File: config.mk
export PLATFORM = sky130hd
export DESIGN_NAME = command_slot_bitmap_allocator
export DESIGN_NICKNAME = d
export VERILOG_FILES = /design/src/rtl/csba_pkg.sv /design/src/rtl/csba_ctrl.sv /design/src/rtl/csba_dpath.sv /design/src/rtl/command_slot_bitmap_allocator.sv
export SDC_FILE = /design/constraint.sdc
export NUM_CORES = 1
export LEC_CHECK = 0
export ABC_AREA = 1
export CAP_MARGIN = 20
export CORE_UTILIZATION = 60
export DETAILED_ROUTE_END_ITERATION = 16
export DONT_BUFFER_PORTS = 1
export GPL_ROUTABILITY_DRIVEN = 0
export PLACE_DENSITY = 0.83
export SLEW_MARGIN = 20
export SYNTH_ARGS = -nofsm -noshare
export SYNTH_HDL_FRONTEND = slang
export SYNTH_SLANG_ARGS = --single-unit
File: constraint.sdc
create_clock -name clk -period 11.4 [get_ports clk]
set_input_delay 1.14 -clock clk [delete_from_list [all_inputs] [get_ports clk]]
set_output_delay 1.14 -clock clk [all_outputs]
set_load 0.02 [all_outputs]
File: src/rtl/csba_pkg.sv
`default_nettype none
// ============================================================================
// csba_pkg
// Shared types, codes and helper functions of the command slot allocator.
// ============================================================================
package csba_pkg;

    localparam int MAX_SLOTS = 32;
    localparam int SLOT_W    = 5;
    localparam int CNT_W     = 6;
    localparam int OP_W      = 2;

    localparam logic [OP_W-1:0] OP_ALLOC   = 2'd0;
    localparam logic [OP_W-1:0] OP_RELEASE = 2'd1;
    localparam logic [OP_W-1:0] OP_RESET   = 2'd2;
    localparam logic [OP_W-1:0] OP_QUERY   = 2'd3;

    localparam logic [CNT_W-1:0] SLOT_COUNT_RST = 6'd32;

    // Commands from the controller to the datapath.
    typedef struct packed {
        logic load;   // capture the incoming item
        logic exec;   // apply the operation to the free map
        logic count;  // build the in-flight mask and its population count
    } csba_ctl_t;

    // Effective slot count: zero and values beyond the slot range disable the block.
    function automatic logic [CNT_W-1:0] eff_count(input logic [CNT_W-1:0] cnt);
        if (cnt == '0 || cnt > CNT_W'(MAX_SLOTS))
            return '0;
        return cnt;
    endfunction

    // Bits below n set, all bits set when n covers the whole map.
    function automatic logic [MAX_SLOTS-1:0] range_mask(input logic [CNT_W-1:0] n);
        logic [MAX_SLOTS-1:0] m;
        m = '0;
        for (int i = 0; i < MAX_SLOTS; i++)
            m[i] = (CNT_W'(i) < n);
        return m;
    endfunction

    // Index of the single set bit of a one-hot vector (zero when empty).
    function automatic logic [SLOT_W-1:0] onehot_index(input logic [MAX_SLOTS-1:0] oh);
        logic [SLOT_W-1:0] idx;
        idx = '0;
        for (int i = 0; i < MAX_SLOTS; i++)
            if (oh[i])
                idx = idx | SLOT_W'(i);
        return idx;
    endfunction

    // Population count of a 32-bit word as an adder tree.
    function automatic logic [CNT_W-1:0] popcount32(input logic [31:0] v);
        logic [1:0] l1 [16];
        logic [2:0] l2 [8];
        logic [3:0] l3 [4];
        logic [4:0] l4 [2];
        for (int i = 0; i < 16; i++)
            l1[i] = {1'b0, v[2*i]} + {1'b0, v[2*i+1]};
        for (int i = 0; i < 8; i++)
            l2[i] = {1'b0, l1[2*i]} + {1'b0, l1[2*i+1]};
        for (int i = 0; i < 4; i++)
            l3[i] = {1'b0, l2[2*i]} + {1'b0, l2[2*i+1]};
        for (int i = 0; i < 2; i++)
            l4[i] = {1'b0, l3[2*i]} + {1'b0, l3[2*i+1]};
        return {1'b0, l4[0]} + {1'b0, l4[1]};
    endfunction

endpackage
`default_nettype wire

File: src/rtl/csba_ctrl.sv
`default_nettype none
// ============================================================================
// csba_ctrl
// Controller of the slot allocator: sequences capture, execute, count and
// response for one item at a time.
// ============================================================================
module csba_ctrl (
    input  wire logic               clk,
    input  wire logic               rst_n,
    input  wire logic               cmd_valid,
    output logic                    cmd_stall,
    output logic                    rsp_valid,
    input  wire logic               rsp_stall,
    output logic                    cfg_ready,
    output csba_pkg::csba_ctl_t     ctl
);
    import csba_pkg::*;

    localparam logic [1:0] S_IDLE = 2'd0;
    localparam logic [1:0] S_EXEC = 2'd1;
    localparam logic [1:0] S_CNT  = 2'd2;
    localparam logic [1:0] S_RESP = 2'd3;

    logic [1:0] state_reg;
    logic [1:0] state_next;

    always_comb
    begin
        state_next = state_reg;
        unique case (state_reg)
            S_IDLE:
            begin
                if (cmd_valid)
                    state_next = S_EXEC;
            end
            S_EXEC: state_next = S_CNT;
            S_CNT:  state_next = S_RESP;
            S_RESP:
            begin
                if (!rsp_stall)
                    state_next = S_IDLE;
            end
        endcase
    end

    always_ff @(posedge clk or negedge rst_n)
    begin
        if (!rst_n)
            state_reg <= S_IDLE;
        else
            state_reg <= state_next;
    end

    assign cmd_stall = (state_reg != S_IDLE);
    assign rsp_valid = (state_reg == S_RESP);
    assign cfg_ready = (state_reg == S_IDLE);

    assign ctl.load  = cmd_valid && (state_reg == S_IDLE);
    assign ctl.exec  = (state_reg == S_EXEC);
    assign ctl.count = (state_reg == S_CNT);

endmodule
`default_nettype wire

File: src/rtl/csba_dpath.sv
`default_nettype none
// ============================================================================
// csba_dpath
// Datapath of the slot allocator: free map, slot count register, lowest
// free slot search and in-flight mask population count.
// ============================================================================
module csba_dpath (
    input  wire logic                         clk,
    input  wire logic                         rst_n,
    input  wire csba_pkg::csba_ctl_t          ctl,
    input  wire logic [csba_pkg::OP_W-1:0]    opcode,
    input  wire logic [csba_pkg::SLOT_W-1:0]  slot,
    input  wire logic                         cfg_we,
    input  wire logic [csba_pkg::CNT_W-1:0]   cfg_data,
    output logic                              status,
    output logic [csba_pkg::SLOT_W-1:0]       granted_slot,
    output logic                              slot_is_free,
    output logic [csba_pkg::MAX_SLOTS-1:0]    busy_map,
    output logic [csba_pkg::CNT_W-1:0]        inflight_count
);
    import csba_pkg::*;

    logic [MAX_SLOTS-1:0] free_map_reg;
    logic [MAX_SLOTS-1:0] free_map_next;
    logic [CNT_W-1:0]     slot_count_reg;
    logic [OP_W-1:0]      op_reg;
    logic [SLOT_W-1:0]    slot_reg;
    logic [MAX_SLOTS-1:0] valid_reg;
    logic                 status_reg;
    logic                 status_next;
    logic [SLOT_W-1:0]    granted_reg;
    logic [SLOT_W-1:0]    granted_next;
    logic                 is_free_reg;
    logic                 is_free_next;
    logic [MAX_SLOTS-1:0] mask_reg;
    logic [CNT_W-1:0]     count_reg;

    logic [CNT_W-1:0]     n;
    logic [MAX_SLOTS-1:0] valid;
    logic [MAX_SLOTS-1:0] cand;
    logic [MAX_SLOTS-1:0] lowest;
    logic                 out_of_range;
    logic [MAX_SLOTS-1:0] slot_bit;
    logic [MAX_SLOTS-1:0] busy_mask;

    assign n            = eff_count(slot_count_reg);
    assign valid        = range_mask(n);
    assign cand         = free_map_reg & valid;
    // Isolate the lowest set bit of the candidates.
    assign lowest       = cand & (~cand + MAX_SLOTS'(1));
    assign out_of_range = ({1'b0, slot_reg} >= n);
    assign slot_bit     = MAX_SLOTS'(1) << slot_reg;
    assign busy_mask    = valid_reg & ~free_map_reg;

    always_comb
    begin
        free_map_next = free_map_reg;
        status_next   = 1'b0;
        granted_next  = '0;
        is_free_next  = 1'b0;
        unique case (op_reg)
            OP_ALLOC:
            begin
                if (cand == '0)
                    status_next = 1'b1;
                else
                begin
                    granted_next  = onehot_index(lowest);
                    free_map_next = free_map_reg & ~lowest;
                end
            end
            OP_RELEASE:
            begin
                if (out_of_range || free_map_reg[slot_reg])
                    status_next = 1'b1;
                else
                    free_map_next = free_map_reg | slot_bit;
            end
            OP_RESET:
            begin
                if (n == '0)
                    status_next = 1'b1;
                else
                    free_map_next = valid;
            end
            OP_QUERY:
            begin
                if (out_of_range)
                    status_next = 1'b1;
                else
                    is_free_next = free_map_reg[slot_reg];
            end
        endcase
    end

    always_ff @(posedge clk or negedge rst_n)
    begin
        if (!rst_n)
        begin
            free_map_reg   <= '1;
            slot_count_reg <= SLOT_COUNT_RST;
        end
        else
        begin
            if (cfg_we)
                slot_count_reg <= cfg_data;
            if (ctl.exec)
                free_map_reg <= free_map_next;
        end
    end

    always_ff @(posedge clk)
    begin
        if (ctl.load)
        begin
            op_reg   <= opcode;
            slot_reg <= slot;
        end
        if (ctl.exec)
        begin
            status_reg  <= status_next;
            granted_reg <= granted_next;
            is_free_reg <= is_free_next;
            valid_reg   <= valid;
        end
        if (ctl.count)
        begin
            mask_reg  <= busy_mask;
            count_reg <= popcount32(busy_mask);
        end
    end

    assign status         = status_reg;
    assign granted_slot   = granted_reg;
    assign slot_is_free   = is_free_reg;
    assign busy_map       = mask_reg;
    assign inflight_count = count_reg;

endmodule
`default_nettype wire

File: src/rtl/command_slot_bitmap_allocator.sv
`default_nettype none
// ============================================================================
// command_slot_bitmap_allocator
// Command slot allocator over a 32-entry free bitmap.
// ============================================================================
// Usage:
// The command channel (cmd_valid, cmd_stall, opcode, slot) carries one item
// per operation: allocate, release, reset free map or query. The response
// channel (rsp_valid, rsp_stall) returns exactly one item per command with
// status, granted_slot, slot_is_free and the in-flight mask and count.
// The configuration channel (cfg_valid, cfg_ready, cfg_data) writes the slot
// count; it is only written while no command is in progress, and software
// issues a reset-free-map command after changing it.
// Sequence: a captured command updates the free map in the execute state, the
// in-flight mask and its population count are registered in the count state,
// and the response is valid in the response state. One item is handled at a
// time, so no new command is taken until the response was taken; the controller sequence has one state per step.
// While rsp_stall is high the response item is held unchanged and the
// command channel stays stalled. After reset all slots are free and the
// slot count is 32.
// ============================================================================
module command_slot_bitmap_allocator (
    input  wire logic                         clk,
    input  wire logic                         rst_n,
    input  wire logic                         cmd_valid,
    output logic                              cmd_stall,
    input  wire logic [csba_pkg::OP_W-1:0]    opcode,
    input  wire logic [csba_pkg::SLOT_W-1:0]  slot,
    output logic                              rsp_valid,
    input  wire logic                         rsp_stall,
    output logic                              status,
    output logic [csba_pkg::SLOT_W-1:0]       granted_slot,
    output logic                              slot_is_free,
    output logic [csba_pkg::MAX_SLOTS-1:0]    busy_map,
    output logic [csba_pkg::CNT_W-1:0]        inflight_count,
    input  wire logic                         cfg_valid,
    output logic                              cfg_ready,
    input  wire logic [csba_pkg::CNT_W-1:0]   cfg_data
);
    import csba_pkg::*;

    csba_ctl_t ctl;
    logic      cfg_we;

    assign cfg_we = cfg_valid && cfg_ready;

    // The controller owns the handshakes and steps the datapath.
    csba_ctrl u_ctrl (
        .clk       (clk),
        .rst_n     (rst_n),
        .cmd_valid (cmd_valid),
        .cmd_stall (cmd_stall),
        .rsp_valid (rsp_valid),
        .rsp_stall (rsp_stall),
        .cfg_ready (cfg_ready),
        .ctl       (ctl)
    );

    // The datapath holds the free map and builds every response field.
    csba_dpath u_dpath (
        .clk            (clk),
        .rst_n          (rst_n),
        .ctl            (ctl),
        .opcode         (opcode),
        .slot           (slot),
        .cfg_we         (cfg_we),
        .cfg_data       (cfg_data),
        .status         (status),
        .granted_slot   (granted_slot),
        .slot_is_free   (slot_is_free),
        .busy_map       (busy_map),
        .inflight_count (inflight_count)
    );

    // The count always matches the mask it describes.
    a_count_matches: assert property (@(posedge clk) disable iff (!rst_n)
        rsp_valid |-> (inflight_count == CNT_W'($countones(busy_map))))
        else $error("inflight_count does not match busy_map");

    // A free answer is only given by a successful query.
    a_free_ok: assert property (@(posedge clk) disable iff (!rst_n)
        (rsp_valid && slot_is_free) |-> (status == 1'b0))
        else $error("slot_is_free set on an error response");

    // Failed commands never report a granted slot.
    a_grant_zero: assert property (@(posedge clk) disable iff (!rst_n)
        (rsp_valid && status) |-> (granted_slot == '0))
        else $error("granted_slot nonzero on an error response");

    // No new command is taken while a response is pending.
    a_one_at_a_time: assert property (@(posedge clk) disable iff (!rst_n)
        rsp_valid |-> cmd_stall)
        else $error("command channel open while a response is pending");

    // An accepted command closes the command channel on the next cycle.
    a_accept_closes: assert property (@(posedge clk) disable iff (!rst_n)
        (cmd_valid && !cmd_stall) |=> cmd_stall)
        else $error("command channel still open after an accept");

endmodule
`default_nettype wire

## Word level (Yosys, flattened, before mapping)

Cells that the tools add are included.

- Register bits after elaboration: 124
- Input port bits: 18
- Output and inout bits: 48
- Word-level logic and storage cells: 236

- $add $sub $neg: 32
- Order comparisons: 35
- Eq/ne operators: 11
- Shift operators: 1
- Muxes and demuxes: 125
- Bitwise logic cells: 8
- Reduce and logical (&&, ||, !) cells: 13

Operators with widths:

| kind | count |
|---|---|
| 5-bit two-way mux | 82 |
| 32-bit two-way mux | 6 |
| 32-bit AND | 4 |
| 5-bit by 6-bit < comparator with 1-bit output (first input constant) | 16 |
| 32-bit inverter | 3 |
| 32-bit case mux with 3 select lines | 1 |
| 4-bit by 6-bit < comparator with 1-bit output (first input constant) | 8 |
| 1-bit by 1-bit adder with 2-bit output | 16 |
| 32-bit by 1-bit adder with 32-bit output (second input constant) | 1 |
| 32-bit zero test | 1 |
| 4-bit two-way mux | 8 |
| 32-bit OR | 1 |
| 1-bit by 5-bit left shift with 32-bit output (first input constant) | 1 |
| 2-bit by 2-bit adder with 3-bit output | 8 |
| 3-bit by 6-bit < comparator with 1-bit output (first input constant) | 4 |
| 3-bit by 3-bit adder with 4-bit output | 4 |
| 1-bit two-way mux | 13 |
| 6-bit zero test | 2 |
| 1-bit by 6-bit < comparator with 1-bit output (first input constant) | 2 |
| 2-bit by 6-bit < comparator with 1-bit output (first input constant) | 2 |
| 2-bit two-way mux | 6 |
| 3-bit two-way mux | 4 |
| 6-bit two-way mux | 2 |
| 4-bit by 4-bit adder with 5-bit output | 2 |
| 17 further kinds | 28 |

## Depth between registers and ports, before layout

- Word-level depth: 104
- Gate-level depth with buffers: 20
- Mapped depth without buffers: 19

## Modules after synthesis

From an unflattened synthesis, not the netlist that was laid out.

- Cell total of the unflattened synthesis: 1072
- Area total of the unflattened synthesis: 8485.6 µm²

Modules (own cells, without submodules):

| module | instances | cells each | area an instance (µm²) | seq. area each (µm²) |
|---|---|---|---|---|
| csba_dpath | 1 | 1045 | 8287.9 | 3514.6 |
| csba_ctrl | 1 | 25 | 190.2 | 50.0 |
| command_slot_bitmap_allocator | 1 | 2 | 7.5 | 0.0 |

## Worst setup path before layout

Ideal clock, no wire load.

- Path type: reg2reg
- Start point: register u_dpath.free_map_reg[17]
- End point: register u_dpath.count_reg[4] (netlist: u_dpath.inflight_count[4]), data pin
- Setup time: 265 ps
- Data arrival time: 4495 ps
- Data required time: 11135 ps
- Setup slack: 6640 ps
- Stages on the path, launching flop included: 17
- Buffers on the path: 0
- Period minus slack after synthesis: 4760 ps
- Path through: dfstp_2 -> nor2_1 -> fa_1 -> inv_1 -> fa_1 -> inv_1 -> fa_1 -> inv_1 -> fa_1 -> fa_1 -> fa_1 -> inv_1 -> ha_1 -> inv_1 -> fa_1 -> o21ai_0 -> xor2_1

- Word-level cells in the longest chain between the ends: 7

Ends and longest elaborated chain:

| element | line | RTL |
|---|---|---|
| start, declared | csba_dpath.sv:23 | `logic [MAX_SLOTS-1:0] free_map_reg;` |
| start signal, assigned | csba_dpath.sv:108 | `free_map_reg <= free_map_next;` |
| 32-bit inverter | csba_dpath.sv:53 | `assign busy_mask = valid_reg & ~free_map_reg;` |
| 32-bit AND | csba_dpath.sv:53 |  |
| net u_dpath.busy_mask[17] | csba_dpath.sv:44 | `logic [MAX_SLOTS-1:0] busy_mask;` |
| 1-bit by 1-bit adder with 2-bit output | csba_pkg.sv:60 | `l1[i] = {1'b0, v[2*i]} + {1'b0, v[2*i+1]};` |
| 2-bit by 2-bit adder with 3-bit output | csba_pkg.sv:62 | `l2[i] = {1'b0, l1[2*i]} + {1'b0, l1[2*i+1]};` |
| 3-bit by 3-bit adder with 4-bit output | csba_pkg.sv:64 | `l3[i] = {1'b0, l2[2*i]} + {1'b0, l2[2*i+1]};` |
| 4-bit by 4-bit adder with 5-bit output | csba_pkg.sv:66 | `l4[i] = {1'b0, l3[2*i]} + {1'b0, l3[2*i+1]};` |
| 5-bit by 5-bit adder with 6-bit output | csba_pkg.sv:67 | `return {1'b0, l4[0]} + {1'b0, l4[1]};` |
| end signal, assigned | csba_dpath.sv:129 | `count_reg <= popcount32(busy_mask);` |
| end, declared | csba_dpath.sv:36 | `logic [CNT_W-1:0] count_reg;` |

The timed path passes the listed nets, and every way through them passes these cells.
A chain may end at the register's enable or synchronous reset.

## Worst setup path in the final report

Same ends and word-level chain as after synthesis.

==> run summary <==
Reg area -> 3565 µm²
CTS H-Tree Depth -> 4
Post-CTS Resized -> 0
crit start category -> register
Critical Path RT -> 11.57 ns
Slew headroom -> 0.3669
drt total wl -> 25370 µm
CP delay by family, top -> adder cells
status -> finished clean
initial antenna violation count -> 0
CP max-delay cell -> dfstp_2
Max-Cap Viols -> 0
ANT nets after route -> 0
Least-Margin Pin Slew -> 0.9497 ns
DRC violations left -> 0
CTS tree -> done
Post-DP HPWL -> 18440 µm
hold buffer count at CTS -> 0
HP Class -> in2async
gr usage total -> 0.3722
Top FF cell, synth -> edfxtp_1
synth warn -> 0
# setup viols final -> 0
pre-CTS setup slack -> 6.356 ns
CP max stage delay -> 0.58 ns
DR vias -> 7898
Core Box Area -> 13510 µm²
fillers -> 1098
Critical Path Fanout Max -> 6
Mapped Avg Cell Area -> 7.760 µm²
Async S/R FF share, synth -> 0.3226
Initial DRC Count -> 1381
#FFs+latches synth -> 124
CTS Buf Count -> 17
Setup CP Type -> reg2reg
largest net degree at the start of global routing -> 41
Vias/cell -> 6.219
RSZ-0062 raised after global routing -> no
worst setup margin -> 6.367 ns
Placement Cell Area -> 8542 µm²
chip height -> 120.7 µm
skew final -> 0.008499 ns
EDFF count, synth -> 84
Layout area overhead -> 8.736%
Die Wd -> 120.7 µm
first-pass GRT wire length -> 39860 µm
fin area -> 9189 µm²
Arr. time, crit path -> 5.20 ns
vias in the first global route -> 7357
Cell Area, Synth -> 8451 µm²
Hold Slack -> 0.4054 ns
commonest non-fill, non-tap cells in the layout -> nand2_1, inv_1, nor2_1
synth unique cells -> 46
die area -> 14560 µm²
Crit path top cell by count -> fa_1
final hold vios -> 0
ant diodes -> 0
Synth Instances -> 1089
setup TNS -> 0 ns
CP Capture Type -> register
Seq/Total Area, Yosys -> 0.4218
Num Clock Sinks -> 124
Cell Chain, Critical Path -> nor2_1, fa_1, inv_1, fa_1, inv_1, fa_1, inv_1, fa_1, fa_1, fa_1, inv_1, ha_1, inv_1, fa_1, o21ai_0, xor2_1
Tcrit/Tclk final -> 0.4415
drt first pass iters -> 8
syn_nets -> 1151
most common cell after layout, fill and taps aside -> nand2_1
Buffers & Inverters on Critical Path -> 5
row cnt -> 42
f_max -> 0.1987 GHz
clk root buf -> clkbuf_16
share of layout cells above drive strength 1 -> 0.09872
Starting Density -> 0.6257
Reg clk slew, reported paths -> 0.06 ns
Multi-input gate area -> 4106 µm²
Overflow after GRT -> 0
port bufs -> 0
I/O pin cnt -> 66
crit path time final -> 5.033 ns
# nets final -> 1143
Clock Path Buffers -> 2
post-CTS setup repair buffer count -> 0
routed len/inst -> 19.98 µm
max-slew violations -> 0
later-pin clock latency in the skew report -> 0.43 ns
final timing paths:
path,startpoint,endpoint,slack [ns],cells past startpoint
worst max register to register,u_dpath.free_map_reg[17]$_DFFE_PN1P_,u_dpath.inflight_count[4]$_DFFE_PP_,6.37,16
worst min-delay path,rst_n,u_dpath.slot_count_reg[1]$_DFFE_PN0P_,0.41,0
min in group clk,u_dpath.free_map_reg[4]$_DFFE_PN1P_,u_dpath.free_map_reg[4]$_DFFE_PN1P_,0.48,2
worst max-delay path,u_dpath.free_map_reg[17]$_DFFE_PN1P_,u_dpath.inflight_count[4]$_DFFE_PP_,6.37,16
worst min register to register,u_dpath.free_map_reg[4]$_DFFE_PN1P_,u_dpath.free_map_reg[4]$_DFFE_PN1P_,0.48,2
max in group asynchronous,rst_n,u_dpath.free_map_reg[7]$_DFFE_PN1P_,10.81,0
layer usage:
metal	track usage	up-vias	part of all wire
li1	-	3527	-
met1	0.4906	3561	0.37
met2	0.5431	651	0.43
met3	0.1123	159	0.13
met4	0.2160	0	0.063
met5	0	-	0
per-stage QoR:
step                      instances  utilization
after floorplan                1089            -
after global placement         1237       0.6325
after detailed placement       1237       0.6325
after CTS                      1269       0.6785
after global routing           1270       0.6804
final                          1270       0.6804
cell usage after synthesis, types with 4 or more instances:
cell      count  area share
buf_2         5      0.0030
nand3_1      83       0.049
nor3_1       11      0.0065
nand2_1     305        0.14
inv_1       162       0.072
nor2_2        7      0.0052
ha_1         20       0.030
a31oi_1       6      0.0044
nand3b_1      4      0.0036
clkbuf_1     18      0.0080
dfrtp_1       7       0.021
a22oi_1       9      0.0080
o31ai_1       9      0.0080
o21ai_0      62       0.037
nand2_2       6      0.0044
nand3_2       5      0.0059
o22ai_1      12      0.0089
edfxtp_1     84        0.30
a21oi_1      20       0.012
fa_1         24       0.057
inv_2         9      0.0040
nand4_1      22       0.016
dfstp_2      33        0.10
nor2_1      125       0.056
area by class of cell:
| cell class | count | share of cell area |
|---|---|---|
| Multi-Input combinational cell | 763 | 0.4469 |
| Sequential cell | 124 | 0.3879 |
| Inverter | 172 | 0.07026 |
| Clock buffer | 18 | 0.04670 |
| Tap cell | 176 | 0.02397 |
| Clock inverter | 14 | 0.02097 |
| Timing Repair Buffer | 3 | 0.003268 |
cell families after synthesis:
kind of cell,share of synthesized area
AO/OA/AOI/OAI,0.09417
buffers and inverters,0.09402
AND/OR/NAND/NOR,0.3004
adder cells (fa/ha/maj),0.08647
flip-flops,0.4218
XOR/XNOR,0.003110
Power is left out: the tool's default activity adds up to more than one toggle a clock period on the data nets, which glitch-free logic cannot reach.
